--- config.mk ---
export PLATFORM = sky130hd
export DESIGN_NAME = aik_div
export DESIGN_NICKNAME = d
export VERILOG_FILES = /design/src/hw/rtl/aik_pkg.sv /design/src/hw/rtl/aik_div.sv
export SDC_FILE = /design/constraint.sdc
export NUM_CORES = 2
export LEC_CHECK = 0
export BUFFER_PORTS_ARGS = -buffer_cell sky130_fd_sc_hd__buf_4
export CAP_MARGIN = 25
export CORE_MARGIN = 5
export CORE_UTILIZATION = 60
export DETAILED_ROUTE_END_ITERATION = 10
export GPL_ROUTABILITY_DRIVEN = 0
export HOLD_SLACK_MARGIN = 0.12
export PLACE_DENSITY_LB_ADDON = 0.25
export SYNTH_ARGS = -nofsm -noshare
export SYNTH_HDL_FRONTEND = slang
export SYNTH_SLANG_ARGS = --single-unit
--- constraint.sdc ---
create_clock -name clk -period 7.1 [get_ports clk]
set_clock_uncertainty 0.05 [all_clocks]
set_input_delay 1.42 -clock clk [delete_from_list [all_inputs] [get_ports clk]]
set_output_delay 1.42 -clock clk [all_outputs]
set_load 0.01 [all_outputs]
--- src/hw/rtl/aik_pkg.sv ---
`default_nettype none
package aik_pkg;

    // CORDIC iteration count and datapath widths
    localparam int CORDIC_STAGES = 16;
    localparam int ATAN_LEN      = 24;
    localparam int CW            = 36;   // CORDIC x/y width
    localparam int AW            = 33;   // internal angle width, pi/2^31 units
    localparam int SQ_IN_W       = 64;
    localparam int SQ_OUT_W      = 32;
    localparam int SQ_WORK_W     = 66;
    localparam int DW            = 34;   // divider operand width
    localparam int QW            = 31;   // Q30 quotient width
    localparam int NW            = 35;   // law-of-cosines numerator width
    localparam int SUM_W         = 36;   // final angle sums

    localparam int LAT_SQRT   = SQ_OUT_W;
    localparam int LAT_DIV    = QW;
    localparam int LAT_CORDIC = CORDIC_STAGES + 1;

    localparam logic signed [AW-1:0] ANG_HALF_PI = 33'sd1073741824;
    localparam logic signed [SUM_W-1:0] SUM_HALF_PI = 36'sd1073741824;
    localparam logic signed [SUM_W-1:0] SUM_PI      = 36'sd2147483648;
    localparam logic signed [SUM_W-1:0] ROUND_HALF  = 36'sd32768;
    localparam logic signed [SUM_W-1:0] SAT_HI      = 36'sd65535;
    localparam logic signed [SUM_W-1:0] SAT_LO      = -36'sd65536;
    localparam logic [SQ_IN_W-1:0] Q60_ONE = 64'h1000_0000_0000_0000;

    // Register indexes of the configuration port
    localparam logic [1:0] REG_UPPER  = 2'd0;
    localparam logic [1:0] REG_MIDDLE = 2'd1;
    localparam logic [1:0] REG_FORE   = 2'd2;

    // Rounded arctangent of 2^-i, pi/2^31 units
    localparam logic [29:0] ATAN_TAB [ATAN_LEN] = '{
        30'h20000000, 30'h12E4051E, 30'h09FB385B, 30'h051111D4, 30'h028B0D43,
        30'h0145D7E1, 30'h00A2F61E, 30'h00517C55, 30'h0028BE53, 30'h00145F2F,
        30'h000A2F98, 30'h000517CC, 30'h00028BE6, 30'h000145F3, 30'h0000A2FA,
        30'h0000517D, 30'h000028BE, 30'h0000145F, 30'h00000A30, 30'h00000518,
        30'h0000028C, 30'h00000146, 30'h000000A3, 30'h00000051
    };

    typedef struct packed {
        logic signed [15:0] x;
        logic signed [15:0] y;
        logic signed [15:0] z;
        logic               hand;
    } side_t;

    typedef struct packed {
        logic signed [NW-1:0] n_t;
        logic signed [NW-1:0] n_a;
    } num_t;

    typedef struct packed {
        logic neg_t;
        logic neg_a;
    } sign_t;

    typedef struct packed {
        logic signed [31:0] c_t;
        logic signed [31:0] c_a;
    } cos_t;

    // Round to pi/32768 and saturate to 17 bits
    function automatic logic signed [16:0] finish_ang(input logic signed [SUM_W-1:0] v);
        logic signed [SUM_W-1:0] w;
        w = (v + ROUND_HALF) >>> 16;
        if (w > SAT_HI)
            finish_ang = 17'sh0FFFF;
        else if (w < SAT_LO)
            finish_ang = 17'sh10000;
        else
            finish_ang = w[16:0];
    endfunction

endpackage
`default_nettype wire

--- src/hw/rtl/aik_div.sv ---
`default_nettype none
module aik_div import aik_pkg::*;
(
    input  wire logic          clk,
    input  wire logic [DW-1:0] num,
    input  wire logic [DW-1:0] den,
    output logic      [QW-1:0] quo
);

    // num <= den is required; quo = floor(num * 2^30 / den)
    logic [DW-1:0] rem_reg [QW];
    logic [DW-1:0] den_reg [QW];
    logic [QW-1:0] quo_reg [QW];

    for (genvar j = 0; j < QW; j++) begin : g_stage
        logic [DW:0]   rem2;
        logic [DW-1:0] dv;
        logic          ge;
        logic [DW-1:0] rem_next;
        logic [QW-1:0] quo_next;
        logic [QW-1:0] quo_in;

        if (j == 0) begin : g_first
            assign rem2   = {1'b0, num};
            assign dv     = den;
            assign quo_in = '0;
        end else begin : g_next
            assign rem2   = {rem_reg[j-1], 1'b0};
            assign dv     = den_reg[j-1];
            assign quo_in = quo_reg[j-1];
        end

        assign ge = rem2 >= {1'b0, dv};

        always_comb
        begin
            if (ge)
                rem_next = DW'(rem2 - {1'b0, dv});
            else
                rem_next = rem2[DW-1:0];
            quo_next = {quo_in[QW-2:0], ge};
        end

        always_ff @(posedge clk)
        begin
            rem_reg[j] <= rem_next;
            den_reg[j] <= dv;
            quo_reg[j] <= quo_next;
        end
    end

    assign quo = quo_reg[QW-1];

endmodule
`default_nettype wire

==> results.md <==
- Status: finished, final reports clean
- # port buffers: 99
- Internal: approximately 0.043 W
- DP Area: between 100,000 and 150,000 um^2
- Seq cells post-synth: 2,536
- CP Cell Sequence: buf_4, inv_1, ha_1, inv_1, fa_1, a21oi_1, o211ai_1, a221oi_1, a21oi_1, a211oi_1, nand2_1, a41oi_4, buf_4, buf_4, nand2_1, o21ai_0
- WP data arrival: 5.57 ns
- First-pass GRT wire length: 448,000 um
- Finished Cell Area: 129,000 um^2
- Top cell type by total area after synthesis: dfxtp_1
- CP delay by family, top: compound AO/OA/AOI/OAI gates
- Post-synthesis adder-cell area fraction: 11.8%
- Row cnt: ~160
- CTS tree: built
- Final Setup Violations: 0
- Antenna violations before repair: 4
- Vias per cell: 5.82
- Leak: approximately 60 nW
- DPL Wire Length: roughly 210,000 um
- Ys async rst share: 0%
- Cell variety after synth: a little over 100
- Hold WS: 0.237 ns
- Register area share after synthesis: between 40% and 50%
- Proportion of layout cells with a drive suffix above 1: between 8 and 9%
- Worst path slowest cell: a221oi_1
- FMAX: 208 MHz
- Nets@finish: 13,800
- Post-layout minimum cycle time: 4.81 ns
- Vias in the first global route: approximately 88,000
- Worst-path clk slew: 0.06 ns
- Xor and xnor fraction of the mapped netlist area: 6.72%
- Setup bufs post-CTS: 0
- Die Ht: roughly 450 um
- Comb power frac: 48.7%
- Clock power share: between 20 and 25%
- Htree depth: 5
- Hold_buf cts: 0
- Final ANT Viol Nets: 0
- Routed WL per cell: 18.3 um
- Synth Warn #: 0
- Via count: approximately 90,000
- Worst-Skew Late Latency: 0.94 ns
- Switching Share: between 30 and 40%
- Seq pwr share: 31.2%
- First-pass iteration count of the detailed router: 7
- Area Overhead vs Synth: 10.6%
- Filler cell count: 15,300
- Register Area: between 50,000 and 60,000 um^2
- First-iteration detailed-routing DRC count: 6,920
- CTS Root Cell: clkbuf_16
- Max rail drop VDD: 0.292 mV
- Setup crit start kind: input pin
- Tcrit/Tclk final: between 60 and 70%
- Io pins: 100
- PD cells: 553 nW/um^2
- Crit end category: flip-flop
- Largest family of logic cells by synthesized area: compound AO/OA/AOI/OAI gates
- CTS buffer count: 276
- Worst EP required: around 7.9 ns
- Crit-path max cell delay: approximately 0.55 ns
- Initial core utilization: 60.1%
- Die Width: 451 um
- Syn_nets: 13,700
- Drt total wl: 281,000 um
- WS Path Type: input pin to flip-flop
- CP Buf/Inv Count: 5
- Post-CTS sizing: 0
- Core Area: 194,000 um^2
- Synth Instances: 12,500
- Largest net degree at the start of global routing: 68
- GRT Util Overall: 26.6%
- Most common cell on crit path: buf_4
- Switching power: between 0.02 and 0.03 W
- Grt ovf: 0
- Max Root-Sink Buffers: 4
- Worst min path class: flip-flop to flip-flop
- Total die area: 204,000 um^2
- Max Cap Viol: 0
- Setup total negative slack: 0 ns
- Largest cells by area after synthesis: dfxtp_1, ha_1, a21oi_1
- Top-area cell type share of the netlist area: 43.5%
- Slew margin rel.: between 20% and 30%
- Post-synthesis mux area share: 4.00%
- Cell Area, Synth: 117,000 um^2
- Syn Area/Cell: ~9.3 um^2
- Clk sinks: 2,536
- Post-Synth Simple-Gate Area: 10.8%
- Post-synthesis compound-gate area fraction: 18.1%
- Pins Over Slew Limit: 0
- Most used flip-flop cell after synthesis: dfxtp_1
- RSZ-0062 raised after global routing: no
- Post-synth EDFFs: 0
- Area taken by multi-input logic gates: between 60,000 and 70,000 um^2
- Final hold vios: 0
- Max FO, Critical Path: 35
- Residual DRC: 0
- Worst Tran Pin Value: around 1.1 ns
==> metrics by stage <==
stage	util, %	instances	setup slack [ns]	power [W]
floorplan	-	12500	2.65	0.0482
global placement	61.7	14900	1.57	0.0552
detailed placement	61.7	14900	1.57	0.0563
CTS	66.4	15400	2.52	0.0711
global route	66.5	15400	2.06	0.0763
finish	66.5	15400	2.29	0.0714
==> power groups by stage <==
| stage | clock network (W) | logic [W] | registers (W) |
|---|---|---|---|
| after floorplan | 0 | 0.0271 | 0.0210 |
| after global placement | 0 | 0.0327 | 0.0225 |
| after detailed placement | 0 | 0.0337 | 0.0225 |
| after CTS | 0.0146 | 0.0342 | 0.0223 |
| after global routing | 0.0153 | 0.0384 | 0.0227 |
| final | 0.0143 | 0.0348 | 0.0223 |
==> final timing paths <==
check / startpoint / endpoint / slack (ns) / cells past startpoint
worst min-delay path: quo_reg[16][8] / quo_reg[17][9] / 0.24 / 0
worst max-delay path: num[0] / rem_reg[0][2] / 2.29 / 16
worst min register to register: quo_reg[16][8] / quo_reg[17][9] / 0.24 / 0
worst max register to register: den_reg[20][1] / rem_reg[21][21] / 2.61 / 12
==> placed cells by master (no fill, tap or decap), types with 27 or more instances in the layout <==
cell type  synthesis  final
clkinv_2           0     30
and2_1            57     56
a221oi_1          27     27
or2_2             31     31
and3_1            99     99
xnor2_1          531    531
o21bai_1         138    138
fa_1              30     30
a21oi_1         1164   1164
nor2_1           739    738
inv_1           1273   1273
bufinv_16          0     28
o31ai_1           63     60
a211oi_1          70     70
nor3_1           112    112
mux2_2           368    368
nor4_1            39     39
dfxtp_1         2536   2536
or3_1             29     29
clkbuf_1         190     38
nand2_1          773    773
a21o_1           506    505
clkbuf_16          0    282
a31oi_1           91     91
ha_1            1053   1053
o211ai_1          62     62
nand3_1          214    214
o31a_1            27     27
o21a_1           130    130
o21ai_0          782    781
xor2_1           365    365
nand2b_1         143    143
nor2b_1          132    130
clkbuf_8           0     48
nand4_1          167    167
buf_4              1    122
==> cell usage after synthesis, types with 167 or more instances <==
cell type,count
dfxtp_1,2536
inv_1,1273
a21oi_1,1164
ha_1,1053
o21ai_0,782
nand2_1,773
nor2_1,739
xnor2_1,531
a21o_1,506
mux2_2,368
xor2_1,365
nand3_1,214
clkbuf_1,190
nand4_1,167
==> final cells by class <==
cell class | instances | area share (%)
Multi-Input combinational cell | 8430 | 46.7
Sequential cell | 2536 | 39.3
Clock buffer | 368 | 6.08
Inverter | 1273 | 3.70
Tap cell | 2542 | 2.46
Clock inverter | 95 | 1.00
Timing Repair Buffer | 130 | 0.821
Antenna cell | 6 | 0.0116
==> per-layer routing <==
layer  share of wire, %  wire [um]  global-route usage (%)
met5             0.0075         21                       0
met4                5.3      14800                    13.1
met3                5.7      16100                    3.65
met1                 40     114000                    31.8
met2                 49     136000                    47.0
==> cells by family (layout without fill, tap and decap cells) <==
family          count (synthesis)  in the layout
xor+xnor                      896            896
simple gates                 2648           2648
mux                           410            410
other cells                     0              6
buf+inv                      1562           1866
compound gates               3393           3393
flops                        2536           2536
fa+ha+maj                    1083           1083
(Power assumes the default switching activity.)
